$ cat src/sv/composite_sync_decoder_macros.svh
// assertion macros shared by the composite sync decoder rtl
`ifndef COMPOSITE_SYNC_DECODER_MACROS_SVH
`define COMPOSITE_SYNC_DECODER_MACROS_SVH

`ifndef SYNTHESIS

// property must hold at every edge out of reset
`define CSD_ASSERT(lbl, clk, rst_n, prop, msg) \
  lbl: assert property (@(posedge clk) disable iff (!rst_n) prop) else $error(msg);

// expression must never be true out of reset
`define CSD_NEVER(lbl, clk, rst_n, expr, msg) \
  lbl: assert property (@(posedge clk) disable iff (!rst_n) !(expr)) else $error(msg);

`else

`define CSD_ASSERT(lbl, clk, rst_n, prop, msg)
`define CSD_NEVER(lbl, clk, rst_n, expr, msg)

`endif

`endif

$ cat src/sv/csd_pkg.sv
// types, constants and helpers of the composite sync decoder
`timescale 1ns / 1ps

package csd_pkg;

  localparam int CNT_W = 10;
  localparam int THR_W = 16;

  localparam logic [CNT_W-1:0] CNT_MAX = 10'd1023;

  // line limits per standard
  localparam logic [CNT_W-1:0] PAL_ACTIVE_LINES  = 10'd288;
  localparam logic [CNT_W-1:0] PAL_BLANK_LINES   = 10'd24;
  localparam logic [CNT_W-1:0] NTSC_ACTIVE_LINES = 10'd252;
  localparam logic [CNT_W-1:0] NTSC_BLANK_LINES  = 10'd21;

  // configuration register indexes
  localparam logic [1:0] REG_SHORT_THR  = 2'd0;
  localparam logic [1:0] REG_HALF_THR   = 2'd1;
  localparam logic [1:0] REG_PAL_BROAD  = 2'd2;
  localparam logic [1:0] REG_NTSC_BROAD = 2'd3;

  // reported phase codes
  localparam logic [2:0] PHC_UNKNOWN = 3'd0;
  localparam logic [2:0] PHC_PRE     = 3'd1;
  localparam logic [2:0] PHC_BROAD   = 3'd2;
  localparam logic [2:0] PHC_POST    = 3'd3;
  localparam logic [2:0] PHC_ACTIVE  = 3'd4;

  typedef enum logic [1:0] {
    KIND_HALF_LONG  = 2'd0,
    KIND_HALF_SHORT = 2'd1,
    KIND_FULL_SHORT = 2'd2,
    KIND_FULL_LONG  = 2'd3
  } pulse_kind_t;

  typedef enum logic [1:0] {
    ACT_NONE  = 2'd0,
    ACT_BLANK = 2'd1,
    ACT_VIDEO = 2'd2
  } line_action_t;

  typedef enum logic [4:0] {
    PH_UNKNOWN = 5'b00001,
    PH_PRE     = 5'b00010,
    PH_BROAD   = 5'b00100,
    PH_POST    = 5'b01000,
    PH_ACTIVE  = 5'b10000
  } phase_t;

  // one classified pulse moving between front, queue and back
  typedef struct packed {
    logic        valid;
    pulse_kind_t kind;
  } csd_xfer_t;

  function automatic logic [CNT_W-1:0] sat_inc(input logic [CNT_W-1:0] v);
    return (v == CNT_MAX) ? v : v + 1'b1;
  endfunction

  function automatic logic [2:0] phase_code(input phase_t ph);
    logic [2:0] code;
    unique case (ph)
      PH_UNKNOWN: code = PHC_UNKNOWN;
      PH_PRE:     code = PHC_PRE;
      PH_BROAD:   code = PHC_BROAD;
      PH_POST:    code = PHC_POST;
      PH_ACTIVE:  code = PHC_ACTIVE;
      default:    code = PHC_UNKNOWN;
    endcase
    return code;
  endfunction

endpackage

$ cat src/sv/csd_if.sv
// valid/ready channel interfaces of the composite sync decoder
`timescale 1ns / 1ps

interface csd_in_if;
  logic        valid;
  logic        ready;
  logic [15:0] line_period;
  logic [15:0] sync_width;

  modport source(output valid, line_period, sync_width, input ready);
  modport sink(input valid, line_period, sync_width, output ready);
endinterface

interface csd_out_if;
  logic       valid;
  logic       ready;
  logic [1:0] pulse_kind;
  logic [2:0] sync_phase;
  logic       locked;
  logic       field_parity;
  logic [9:0] standard_count;
  logic [9:0] line_number;
  logic [1:0] line_action;
  logic       field_start;
  logic       frame_start;
  logic       sync_lost;

  modport source(output valid, pulse_kind, sync_phase, locked, field_parity,
                 standard_count, line_number, line_action, field_start,
                 frame_start, sync_lost, input ready);
  modport sink(input valid, pulse_kind, sync_phase, locked, field_parity,
               standard_count, line_number, line_action, field_start,
               frame_start, sync_lost, output ready);
endinterface

$ cat src/sv/composite_sync_decoder.sv
// top level of the composite sync decoder: config registers, front, queue, back
`timescale 1ns / 1ps

// channel  | dir | handshake          | payload
// in_ch    | in  | valid/ready        | line_period, sync_width
// out_ch   | out | valid/ready        | pulse_kind .. sync_lost, one per input
// cfg_*    | in  | cfg_we, no wait    | cfg_index selects register, cfg_wdata
//
// one interval per cycle sustained while out_ch takes every result; a transfer
// on in_ch is classified at once and queued, the back end takes it from the
// queue once the result register is free or emptying and registers its result
// the phase machine update in the back end is combinational, once per item
// synchronous active-low reset clears queue, phase machine and counters and
// loads the register defaults
// a stalled out_ch holds the result register; the queue keeps accepting until
// full, then in_ch.ready drops

module composite_sync_decoder #(
  parameter int QUEUE_DEPTH = 2
) (
  input  logic        clk,
  input  logic        rst_n,
  csd_in_if.sink      in_ch,
  csd_out_if.source   out_ch,
  input  logic        cfg_we,
  input  logic [1:0]  cfg_index,
  input  logic [15:0] cfg_wdata
);
  import csd_pkg::*;

  // threshold and standard registers
  logic [THR_W-1:0] short_thr_r;
  logic [THR_W-1:0] half_thr_r;
  logic [CNT_W-1:0] pal_broad_r;
  logic [CNT_W-1:0] ntsc_broad_r;

  // front to queue and queue to back transfers
  csd_xfer_t push;
  logic      push_ready;
  csd_xfer_t pop;
  logic      pop_ready;

  // register writes, masked to each register's width
  always_ff @(posedge clk) begin
    if (!rst_n) begin
      short_thr_r  <= 16'd839;
      half_thr_r   <= 16'd2855;
      pal_broad_r  <= 10'd5;
      ntsc_broad_r <= 10'd6;
    end else if (cfg_we) begin
      unique case (cfg_index)
        REG_SHORT_THR:  short_thr_r  <= cfg_wdata;
        REG_HALF_THR:   half_thr_r   <= cfg_wdata;
        REG_PAL_BROAD:  pal_broad_r  <= cfg_wdata[CNT_W-1:0];
        REG_NTSC_BROAD: ntsc_broad_r <= cfg_wdata[CNT_W-1:0];
        default: ;
      endcase
    end
  end

  // classify each interval as half/full line and short/long sync
  csd_front u_front (
    .in_ch      (in_ch),
    .short_thr  (short_thr_r),
    .half_thr   (half_thr_r),
    .push       (push),
    .push_ready (push_ready)
  );

  // decouples input acceptance from result stalls
  csd_queue #(
    .DEPTH (QUEUE_DEPTH)
  ) u_queue (
    .clk        (clk),
    .rst_n      (rst_n),
    .push       (push),
    .push_ready (push_ready),
    .pop        (pop),
    .pop_ready  (pop_ready)
  );

  // phase tracking, standard learning, line counting and result register
  csd_back u_back (
    .clk        (clk),
    .rst_n      (rst_n),
    .pop        (pop),
    .pop_ready  (pop_ready),
    .pal_count  (pal_broad_r),
    .ntsc_count (ntsc_broad_r),
    .out_ch     (out_ch)
  );

endmodule

$ cat src/sv/csd_front.sv
// front end: takes sync intervals and classifies them into pulse kinds
`timescale 1ns / 1ps

module csd_front (
  csd_in_if.sink                        in_ch,
  input  logic [csd_pkg::THR_W-1:0]     short_thr,
  input  logic [csd_pkg::THR_W-1:0]     half_thr,
  output csd_pkg::csd_xfer_t            push,
  input  logic                          push_ready
);
  import csd_pkg::*;

  logic is_half;
  logic is_short;

  assign is_half  = (in_ch.line_period <= half_thr);
  assign is_short = (in_ch.sync_width <= short_thr);

  always_comb begin
    push.valid = in_ch.valid;
    if (is_half) begin
      push.kind = is_short ? KIND_HALF_SHORT : KIND_HALF_LONG;
    end else begin
      push.kind = is_short ? KIND_FULL_SHORT : KIND_FULL_LONG;
    end
  end

  assign in_ch.ready = push_ready;

endmodule

$ cat src/sv/csd_queue.sv
// short fifo of classified pulses between front and back
`timescale 1ns / 1ps
`include "composite_sync_decoder_macros.svh"

module csd_queue #(
  parameter int DEPTH = 2
) (
  input  logic               clk,
  input  logic               rst_n,
  input  csd_pkg::csd_xfer_t push,
  output logic               push_ready,
  output csd_pkg::csd_xfer_t pop,
  input  logic               pop_ready
);
  import csd_pkg::*;

  localparam int PTR_W = (DEPTH > 1) ? $clog2(DEPTH) : 1;
  localparam int CW    = $clog2(DEPTH + 1);
  localparam logic [PTR_W-1:0] LAST_PTR = PTR_W'(DEPTH - 1);
  localparam logic [CW-1:0]    FULL_CNT = CW'(DEPTH);

  pulse_kind_t      kind_mem_r [DEPTH];
  logic [PTR_W-1:0] wr_ptr_r, wr_ptr_nxt;
  logic [PTR_W-1:0] rd_ptr_r, rd_ptr_nxt;
  logic [CW-1:0]    count_r, count_nxt;
  logic             push_fire;
  logic             pop_fire;

  assign push_ready = (count_r != FULL_CNT);
  assign push_fire  = push.valid && push_ready;
  assign pop.valid  = (count_r != '0);
  assign pop.kind   = kind_mem_r[rd_ptr_r];
  assign pop_fire   = pop.valid && pop_ready;

  always_comb begin
    wr_ptr_nxt = wr_ptr_r;
    rd_ptr_nxt = rd_ptr_r;
    count_nxt  = count_r;
    if (push_fire) begin
      wr_ptr_nxt = (wr_ptr_r == LAST_PTR) ? '0 : wr_ptr_r + 1'b1;
    end
    if (pop_fire) begin
      rd_ptr_nxt = (rd_ptr_r == LAST_PTR) ? '0 : rd_ptr_r + 1'b1;
    end
    if (push_fire && !pop_fire) begin
      count_nxt = count_r + 1'b1;
    end else if (pop_fire && !push_fire) begin
      count_nxt = count_r - 1'b1;
    end
  end

  always_ff @(posedge clk) begin
    if (!rst_n) begin
      wr_ptr_r <= '0;
      rd_ptr_r <= '0;
      count_r  <= '0;
    end else begin
      wr_ptr_r <= wr_ptr_nxt;
      rd_ptr_r <= rd_ptr_nxt;
      count_r  <= count_nxt;
    end
  end

  always_ff @(posedge clk) begin
    if (push_fire) begin
      kind_mem_r[wr_ptr_r] <= push.kind;
    end
  end

  `CSD_ASSERT(a_count_bound, clk, rst_n, count_r <= FULL_CNT, "queue count beyond depth")
  `CSD_ASSERT(a_empty_ptrs, clk, rst_n, (count_r == '0) |-> (rd_ptr_r == wr_ptr_r), "empty queue with split pointers")
  `CSD_ASSERT(a_full_ptrs, clk, rst_n, (count_r == FULL_CNT) |-> (rd_ptr_r == wr_ptr_r), "full queue with split pointers")

endmodule

$ cat src/sv/csd_back.sv
// back end: phase machine, counters and registered result
`timescale 1ns / 1ps
`include "composite_sync_decoder_macros.svh"

module csd_back (
  input  logic                      clk,
  input  logic                      rst_n,
  input  csd_pkg::csd_xfer_t        pop,
  output logic                      pop_ready,
  input  logic [csd_pkg::CNT_W-1:0] pal_count,
  input  logic [csd_pkg::CNT_W-1:0] ntsc_count,
  csd_out_if.source                 out_ch
);
  import csd_pkg::*;

  phase_t           phase_r, phase_nxt;
  logic [CNT_W-1:0] pulse_r, pulse_nxt;
  logic [CNT_W-1:0] std_r, std_nxt;
  logic             lock_r, lock_nxt;
  logic             field_r, field_nxt;
  logic [CNT_W-1:0] line_r, line_nxt;
  logic [CNT_W-1:0] active_lim_r, active_lim_nxt;
  logic [CNT_W-1:0] blank_lim_r, blank_lim_nxt;

  logic [CNT_W-1:0] pulse_inc;
  logic [CNT_W-1:0] line_inc;
  line_action_t     action;
  logic             fstart;
  logic             frstart;
  logic             fault;
  logic             pop_fire;

  logic             out_valid_r;
  pulse_kind_t      out_kind_r;
  logic [2:0]       out_phase_r;
  logic             out_lock_r;
  logic             out_field_r;
  logic [CNT_W-1:0] out_std_r;
  logic [CNT_W-1:0] out_line_r;
  line_action_t     out_action_r;
  logic             out_fstart_r;
  logic             out_frstart_r;
  logic             out_lost_r;

  assign pop_ready = !out_valid_r || out_ch.ready;
  assign pop_fire  = pop.valid && pop_ready;
  assign pulse_inc = sat_inc(pulse_r);
  assign line_inc  = sat_inc(line_r);

  always_comb begin
    phase_nxt      = phase_r;
    pulse_nxt      = pulse_r;
    std_nxt        = std_r;
    lock_nxt       = lock_r;
    field_nxt      = field_r;
    line_nxt       = line_r;
    active_lim_nxt = active_lim_r;
    blank_lim_nxt  = blank_lim_r;
    action         = ACT_NONE;
    fstart         = 1'b0;
    frstart        = 1'b0;
    fault          = 1'b0;

    unique case (pop.kind)
      KIND_HALF_LONG: begin
        if (phase_r == PH_BROAD) begin
          pulse_nxt = pulse_inc;
        end else if (phase_r == PH_PRE) begin
          // a long pre-equalizing run marks the even field
          field_nxt = (pulse_r > std_r) ? 1'b0 : 1'b1;
          phase_nxt = PH_BROAD;
          pulse_nxt = CNT_W'(1);
          fstart    = 1'b1;
          frstart   = !field_nxt;
        end else begin
          fault = 1'b1;
        end
      end
      KIND_HALF_SHORT: begin
        if (phase_r == PH_PRE) begin
          pulse_nxt = pulse_inc;
        end else if (phase_r == PH_POST) begin
          pulse_nxt = pulse_inc;
          if (pulse_inc == std_r) begin
            action = ACT_BLANK;
          end
        end else if (phase_r == PH_BROAD) begin
          lock_nxt = 1'b1;
          if (std_r != pulse_r) begin
            std_nxt = pulse_r;
            if (pulse_r == pal_count) begin
              active_lim_nxt = PAL_ACTIVE_LINES;
              blank_lim_nxt  = PAL_BLANK_LINES;
            end else if (pulse_r == ntsc_count) begin
              active_lim_nxt = NTSC_ACTIVE_LINES;
              blank_lim_nxt  = NTSC_BLANK_LINES;
            end
          end
          phase_nxt = PH_POST;
          pulse_nxt = CNT_W'(1);
        end else if (phase_r == PH_UNKNOWN || phase_r == PH_ACTIVE) begin
          phase_nxt = PH_PRE;
          pulse_nxt = CNT_W'(1);
          line_nxt  = '0;
        end else begin
          fault = 1'b1;
        end
      end
      KIND_FULL_SHORT: begin
        if (phase_r == PH_ACTIVE) begin
          line_nxt  = line_inc;
          pulse_nxt = pulse_inc;
          if (line_inc < blank_lim_r) begin
            action = ACT_BLANK;
          end else if (line_inc < active_lim_r) begin
            action = ACT_VIDEO;
          end
        end else if (phase_r == PH_POST) begin
          phase_nxt = PH_ACTIVE;
          pulse_nxt = CNT_W'(1);
          line_nxt  = CNT_W'(1);
        end else begin
          fault = 1'b1;
        end
      end
      KIND_FULL_LONG: begin
        fault = 1'b1;
      end
      default: begin
        fault = 1'b1;
      end
    endcase

    if (fault) begin
      lock_nxt  = 1'b0;
      phase_nxt = PH_UNKNOWN;
      pulse_nxt = '0;
    end
  end

  always_ff @(posedge clk) begin
    if (!rst_n) begin
      phase_r      <= PH_UNKNOWN;
      pulse_r      <= '0;
      std_r        <= '0;
      lock_r       <= 1'b0;
      field_r      <= 1'b0;
      line_r       <= '0;
      active_lim_r <= '0;
      blank_lim_r  <= '0;
      out_valid_r  <= 1'b0;
    end else begin
      if (pop_fire) begin
        phase_r      <= phase_nxt;
        pulse_r      <= pulse_nxt;
        std_r        <= std_nxt;
        lock_r       <= lock_nxt;
        field_r      <= field_nxt;
        line_r       <= line_nxt;
        active_lim_r <= active_lim_nxt;
        blank_lim_r  <= blank_lim_nxt;
        out_valid_r  <= 1'b1;
      end else if (out_ch.ready) begin
        out_valid_r  <= 1'b0;
      end
    end
  end

  always_ff @(posedge clk) begin
    if (pop_fire) begin
      out_kind_r    <= pop.kind;
      out_phase_r   <= phase_code(phase_nxt);
      out_lock_r    <= lock_nxt;
      out_field_r   <= field_nxt;
      out_std_r     <= std_nxt;
      out_line_r    <= line_nxt;
      out_action_r  <= action;
      out_fstart_r  <= fstart;
      out_frstart_r <= frstart;
      out_lost_r    <= fault;
    end
  end

  assign out_ch.valid          = out_valid_r;
  assign out_ch.pulse_kind     = out_kind_r;
  assign out_ch.sync_phase     = out_phase_r;
  assign out_ch.locked         = out_lock_r;
  assign out_ch.field_parity   = out_field_r;
  assign out_ch.standard_count = out_std_r;
  assign out_ch.line_number    = out_line_r;
  assign out_ch.line_action    = out_action_r;
  assign out_ch.field_start    = out_fstart_r;
  assign out_ch.frame_start    = out_frstart_r;
  assign out_ch.sync_lost      = out_lost_r;

  `CSD_ASSERT(a_phase_onehot, clk, rst_n, $onehot(phase_r), "phase register not one-hot")
  `CSD_ASSERT(a_lock_phase, clk, rst_n, lock_r |-> (phase_r != PH_UNKNOWN), "lock held in unknown phase")
  `CSD_ASSERT(a_lost_result, clk, rst_n, (out_valid_r && out_lost_r) |-> (!out_lock_r && out_phase_r == PHC_UNKNOWN), "sync loss result still locked")
  `CSD_NEVER(a_frame_field, clk, rst_n, out_valid_r && out_frstart_r && !out_fstart_r, "frame start without field start")

endmodule

$ cat src/flat_wrapper.sv
// flat-port wrapper written by rule: the top's interface ports become plain ports
module composite_sync_decoder_flat import csd_pkg::*;
#(
  parameter int QUEUE_DEPTH = 2
)
  (clk, rst_n, cfg_we, cfg_index, cfg_wdata, in_ch_valid, in_ch_line_period, in_ch_sync_width, in_ch_ready, out_ch_valid, out_ch_pulse_kind, out_ch_sync_phase, out_ch_locked, out_ch_field_parity, out_ch_standard_count, out_ch_line_number, out_ch_line_action, out_ch_field_start, out_ch_frame_start, out_ch_sync_lost, out_ch_ready);
  csd_in_if in_ch_i ();
  csd_out_if out_ch_i ();
  input  logic clk;
  input  logic rst_n;
  input  logic cfg_we;
  input  logic [1:0] cfg_index;
  input  logic [15:0] cfg_wdata;
  input wire logic [$bits(in_ch_i.valid)-1:0] in_ch_valid;
  input wire logic [$bits(in_ch_i.line_period)-1:0] in_ch_line_period;
  input wire logic [$bits(in_ch_i.sync_width)-1:0] in_ch_sync_width;
  output wire logic [$bits(in_ch_i.ready)-1:0] in_ch_ready;
  output wire logic [$bits(out_ch_i.valid)-1:0] out_ch_valid;
  output wire logic [$bits(out_ch_i.pulse_kind)-1:0] out_ch_pulse_kind;
  output wire logic [$bits(out_ch_i.sync_phase)-1:0] out_ch_sync_phase;
  output wire logic [$bits(out_ch_i.locked)-1:0] out_ch_locked;
  output wire logic [$bits(out_ch_i.field_parity)-1:0] out_ch_field_parity;
  output wire logic [$bits(out_ch_i.standard_count)-1:0] out_ch_standard_count;
  output wire logic [$bits(out_ch_i.line_number)-1:0] out_ch_line_number;
  output wire logic [$bits(out_ch_i.line_action)-1:0] out_ch_line_action;
  output wire logic [$bits(out_ch_i.field_start)-1:0] out_ch_field_start;
  output wire logic [$bits(out_ch_i.frame_start)-1:0] out_ch_frame_start;
  output wire logic [$bits(out_ch_i.sync_lost)-1:0] out_ch_sync_lost;
  input wire logic [$bits(out_ch_i.ready)-1:0] out_ch_ready;
  assign in_ch_i.valid = in_ch_valid;
  assign in_ch_i.line_period = in_ch_line_period;
  assign in_ch_i.sync_width = in_ch_sync_width;
  assign in_ch_ready = in_ch_i.ready;
  assign out_ch_valid = out_ch_i.valid;
  assign out_ch_pulse_kind = out_ch_i.pulse_kind;
  assign out_ch_sync_phase = out_ch_i.sync_phase;
  assign out_ch_locked = out_ch_i.locked;
  assign out_ch_field_parity = out_ch_i.field_parity;
  assign out_ch_standard_count = out_ch_i.standard_count;
  assign out_ch_line_number = out_ch_i.line_number;
  assign out_ch_line_action = out_ch_i.line_action;
  assign out_ch_field_start = out_ch_i.field_start;
  assign out_ch_frame_start = out_ch_i.frame_start;
  assign out_ch_sync_lost = out_ch_i.sync_lost;
  assign out_ch_i.ready = out_ch_ready;
  composite_sync_decoder #(.QUEUE_DEPTH(QUEUE_DEPTH)) u_core (.clk(clk), .rst_n(rst_n), .in_ch(in_ch_i), .out_ch(out_ch_i), .cfg_we(cfg_we), .cfg_index(cfg_index), .cfg_wdata(cfg_wdata));
endmodule
$ cat config.mk
export PLATFORM = sky130hd
export DESIGN_NAME = composite_sync_decoder_flat
export DESIGN_NICKNAME = d
export VERILOG_FILES = /design/src/sv/csd_pkg.sv /design/src/sv/csd_if.sv /design/src/sv/composite_sync_decoder.sv /design/src/sv/csd_front.sv /design/src/sv/csd_queue.sv /design/src/sv/csd_back.sv /design/src/flat_wrapper.sv
export VERILOG_INCLUDE_DIRS = /design/src /design/src/sv
export SDC_FILE = /design/constraint.sdc
export NUM_CORES = 1
export LEC_CHECK = 0
export ABC_AREA = 1
export BUFFER_PORTS_ARGS = -buffer_cell sky130_fd_sc_hd__buf_4
export CAP_MARGIN = 0
export CORE_UTILIZATION = 60
export DETAILED_ROUTE_END_ITERATION = 12
export PLACE_DENSITY_LB_ADDON = 0.25
export SLEW_MARGIN = 0
export SYNTH_ARGS = -nofsm -noshare
export SYNTH_HDL_FRONTEND = slang
export SYNTH_HIERARCHICAL = 1
export SYNTH_SLANG_ARGS = --single-unit
export TNS_END_PERCENT = 30
$ cat constraint.sdc
create_clock -name clk -period 3.01 [get_ports clk]
set_input_delay 0.4515 -clock clk [delete_from_list [all_inputs] [get_ports clk]]
set_output_delay 0.4515 -clock clk [all_outputs]
set_load 0.01 [all_outputs]
Word level (Yosys, flattened, before mapping). Memory sizes are Yosys's and may differ from the RTL's. A register that Yosys moved wholly into a read port is not among the register bits. Index checks and enable logic that the tools add are counted. Widths: inputs -> output; s select.

Muxes and demuxes: 78. Reductions and logical operators: 24. $add $sub $neg: 6. Equality and inequality tests: 25. Bitwise gates (word level): 3. Order comparisons: 5.

Operators by type and width (count): $mux 10 (26); $mux 5 (9); $le 16x16->1 (2); $mux 1 (31); $eq 10x10->1 (3); $pmux 10 s3 (1); $add 10x1->10 const B (2); $eq 10x10->1 const B (2); $lt 10x10->1 (2); $pmux 10 s2 (1); $pmux 5 s3 (1); $mux 2 (6); $pmux 3 s4 (1); $eq 5x2->1 const B (2); $eq 5x3->1 const B (2); $eq 5x4->1 const B (2); $eq 5x5->1 const B (2); $gt 10x10->1 (1); $ne 10x10->1 (1); $eq 2x2->1 const B (4); $ne 4x4->1 const B (2); $reduce_and 2->1 (4); $reduce_bool 2->1 (4); $reduce_and 7->1 (1); 18 further kinds (29).

Memories: 1. Bits in writable memories: 4. Register bits: 146. Bits of input ports: 55.

Memory list: u_core.u_queue.kind_mem_r (words 2, width 2, read ports 1, clocked after Yosys merged registers in 1, wr ports 1, RTL line csd_queue.sv:22) `pulse_kind_t kind_mem_r [DEPTH];`.

Longest topological paths before layout.
Word-level depth: 10. Mapped depth: 17. Gate-level depth less buffers: 17.

By module. Netlist, hierarchy kept.

Modules (own cells, without submodules): csd_back (area each 4722.0 sq um, cells each 655, times used 1, sequential area each 1781.7 sq um); composite_sync_decoder (area each 2090.8 sq um, cells each 305, times used 1, sequential area each 1041.0 sq um); csd_front (area each 918.4 sq um, cells each 155, times used 1, sequential area each 0.0 sq um); csd_queue (area each 402.9 sq um, cells each 43, times used 1, sequential area each 220.2 sq um).

Worst setup path before layout. No wires, ideal clock.

Kind: in2reg. From: input port out_ch_ready. To: register u_core.u_back.out_field_r, in the netlist u_core/u_back/out_ch.field_parity (enable). Setup time: 0.408 ns. Required time: 2.602 ns. Slack: 0.570 ns. Stages: 5. Arrival: 2.032 ns. Path buffers: 1. Cell sequence: inv_1 > nand2_1 > nand2_1 > inv_1 > clkbuf_1.

Word-level cells in the longest chain between the ends: 2.

RTL lines: start: declaration (RTL line flat_wrapper.sv:29) `input wire logic [$bits(out_ch_i.ready)-1:0] out_ch_ready;`; $logic_or 1x1->1 (RTL line csd_back.sv:45) `assign pop_ready = !out_valid_r || out_ch.ready;`; named net u_core.pop_ready (RTL line composite_sync_decoder.sv:41) `logic pop_ready;`; $logic_and 1x1->1 (RTL line csd_back.sv:46) `assign pop_fire = pop.valid && pop_ready;`; named net u_core.u_back.pop_fire (RTL line csd_back.sv:31) `logic pop_fire;`; end signal: assignment (RTL line csd_back.sv:174) `out_field_r <= field_nxt;`; end: declaration (RTL line csd_back.sv:37) `logic out_field_r;`.

The timed path passes the listed nets, and every way through them passes these cells. A chain may end at the register's enable or synchronous reset.

Final worst setup path.
From: register u_core.u_back.line_r[0]. To: register u_core.u_back.out_action_r[1], in the netlist u_core/u_back/out_ch.line_action[1], data pin.

Word-level cells in the longest chain between the ends: 7. Elaborated cells on any way between the ends: 9.

RTL lines: start: declaration (RTL line csd_back.sv:21) `logic [CNT_W-1:0] line_r, line_nxt;`; start signal: assignment (RTL line csd_back.sv:159) `line_r <= line_nxt;`; $add 10x1->10 / $eq 10x10->1 (equally long branches) (RTL line csd_pkg.sv:58) `return (v == CNT_MAX) ? v : v + 1'b1;`; $mux 10 * (RTL line csd_pkg.sv:58); $lt 10x10->1 (RTL line csd_back.sv:115) `end else if (line_inc < active_lim_r) begin`; $mux 2 (RTL line csd_back.sv:115); $mux 2 * (RTL line csd_back.sv:113) `if (line_inc < blank_lim_r) begin`; $mux 2 * (RTL line csd_back.sv:110) `if (phase_r == PH_ACTIVE) begin`; $pmux 2 s2 * (RTL line csd_back.sv:64) `unique case (pop.kind)`; named net u_core.u_back.action[1] (RTL line csd_back.sv:27) `line_action_t action;`; end signal: assignment (RTL line csd_back.sv:177) `out_action_r <= action;`; end: declaration (RTL line csd_back.sv:40) `line_action_t out_action_r;`.

Mark *: on every way through the listed nets, which the timed path passes. The rest lies on a longest branch.

==> reports/metrics.csv <==
metric,value,unit
status,"finished, violations left",
failing checks,DRC,
Worst VDD drop,0.4382,mV
gr ovfl total,0,
pin count of the biggest net entering global routing,65,
Worst-Skew Late Latency,420,ps
"commonest non-fill, non-tap cell in the layout",nand2_1,
skew final,10.17,ps
"Setup violations, final",0,
clock sink total,134,
I/O Buffers,88,
CTS tree,done,
pre-CTS setup slack,411.6,ps
sequential-to-total area share from yosys stat,37.41,%
Placed Cells,1392,
Mapped Area,0.008134,sq mm
Max-cap violations,0,
die height,118.4,microns
crit-path max FO,7,
routed len/inst,12.99,microns
Synthesized Nets,1272,
final worst setup slack,355.9,ps
"Distinct cells, synth",45,
Core Rows,42,
Worst-path clk slew,60,ps
drt pass-1 iters,9,
Worst Path Arrival,2830,ps
syn_area_per_cell,7.024,sq um
Pwr per Cell Area,796.5,mW/mm^2
vias in the first global route,6854,
initial antenna violation count,0,
routability congestion estimate,0.9055,
clk root buf,clkbuf_16,
area grow syn2layout,16.72,%
hold buffers post-CTS,0,
die area,0.01403,sq mm
Static Leak,4.818,nW
Final Cell Area,0.009494,sq mm
Global Route Usage Sum,28.03,%
Fin Setup TNS,0,ps
CP startpoint kind,register,
first-pass GRT wire length,31.59,mm
share of cells above drive strength 1,14.50,%
Fmax,376.8,MHz
Post-CTS Setup Bufs,0,
Pins Over Slew Limit,0,
Num CTS Buffers,17,
worst relative slew slack,42.23,%
Pwr Total,7.562,mW
fin crit share,88.18,%
Tightest Hold Check Type,in -> reg,
#FFs+latches synth,134,
die width,118.4,microns
CTS resizes,0,
IO Pins,89,
nets@finish,1349,
Starting Density,61.42,%
DRT iter0 DRCs,646,
dominant register cell in the synthesized netlist,dfxtp_1,
post-synthesis instance total,1158,
vias,7448,
endpoint class of the critical path,register,
DRC viols,1,
# H-tree levels,4,
hpwl dp,13.34,mm
Worst Tran Pin Value,864.1,ps
synth warn,6,
CTS Buffer Depth,2,
ys async rst share,0,%
Antenna Cells,0,
"EDFF count, synth",36,
Final Hold Viols,0,
DP Area,0.008889,sq mm
final std cells w/o fill,1424,
most frequent cells in the layout,"280 x nand2_1, 183 x inv_1, 135 x nor2_1, 98 x dfxtp_1, 93 x buf_4",
Critical Path RT,3180,ps
min Tclk post-route,2654,ps
final wirelength,18.49,mm
Fill cells,1103,
vias per cell,5.230,
unrepaired setup endpoints after global routing,no,
ANT nets after route,0,
kind of critical path,reg -> reg,
core box area,0.01324,sq mm
-- cells in the mapped netlist (all sizes together), types with 3 or more instances --
cell | n | share of area, %
xor2 | 15 | 1.6
nand2 | 291 | 14
ha | 59 | 9.1
o21ai | 60 | 3.7
xnor2 | 6 | 0.65
or2 | 8 | 0.62
o22ai | 6 | 0.46
nor3 | 8 | 0.49
a21o | 3 | 0.28
a21oi | 74 | 4.8
inv | 196 | 9.0
edfxtp | 36 | 13
nand3 | 89 | 6.0
nand4 | 15 | 1.3
nor2 | 143 | 6.9
clkbuf | 14 | 0.66
dfxtp | 98 | 24
buf | 22 | 1.6
-- worst max-delay path, stage by stage, from the launching register on --
cell	delay (ps)
dfxtp_1	460
ha_1	210
nand2_1	60
inv_1	60
nand2_1	80
nor3_1	200
nand3_1	230
o21ai_0	180
inv_1	110
ha_1	190
inv_1	50
a21oi_1	50
o21ai_0	150
nand3_1	100
nand2_1	70
o21ai_0	80
nand3_1	80
a21oi_1	40
-- flip-flops by register name, summed over array words and instances (netlist names), 5 cells and up, named ones only --
| register | flops |
|---|---|
| u_core/pal_broad_r | 10 |
| u_core/short_thr_r | 16 |
| u_core/u_back/std_r | 10 |
| u_core/half_thr_r | 16 |
| u_core/u_back/line_r | 10 |
| u_core/u_back/out_ch.line_number | 10 |
| u_core/u_back/phase_r | 5 |
| u_core/ntsc_broad_r | 10 |
| u_core/u_back/out_ch.standard_count | 10 |
| u_core/u_back/pulse_r | 10 |
-- layout make-up --
cell class	instances	area [sq um]	area share, %
inverter	198	744.5	7.841
clock buffer	22	516.7	5.443
timing repair buffer	94	718.2	7.565
sequential	134	3043	32.05
clock inverter	10	88.84	0.9357
multi-input combinational	790	4163	43.85
tap	176	220.2	2.319
-- worst paths after layout --
path / startpoint / endpoint / slack (ps) / cells past startpoint
worst min register to register: u_core/short_thr_r[8] / u_core/short_thr_r[8] / 470 / 2
worst max-delay path: u_core/u_back/line_r[0] / u_core/u_back/out_ch.line_action[1] / 360 / 17
worst min-delay path: cfg_wdata[11] / u_core/half_thr_r[11] / 250 / 3
worst max register to register: u_core/u_back/line_r[0] / u_core/u_back/out_ch.line_action[1] / 360 / 17
-- metal layers --
layer	track usage (%)	wire length, microns
met5	0	0
met4	10.13	318
met3	5.405	1141
met2	46.54	8644
met1	36.31	8387
-- logic make-up after synthesis --
group                      share of synthesized area, %
AOI/OAI and AO/OA                                 9.799
xor gates and xnor gates                          2.261
adders and majority gates                         9.076
buffers and inverters                             11.41
DFF                                               37.41
muxes                                            0.2769
and+or+nand+nor                                   29.76
-- report_power, final --
| group | total [mW] | internal (mW) | switching, mW |
|---|---|---|---|
| clock network | 2.08 | 1.30 | 0.786 |
| registers | 2.65 | 2.39 | 0.261 |
| logic | 2.83 | 1.06 | 1.77 |
| total | 7.56 | 4.74 | 2.82 |
-- stage by stage --
stage	util, %	hold slack (ps)
global route	71.69	261.3
floorplan	-	428.9
global placement	67.12	441.2
detailed placement	67.12	453.8
CTS	71.69	238.3
finish	71.69	247.1
Power figures use the tool's default switching activity.
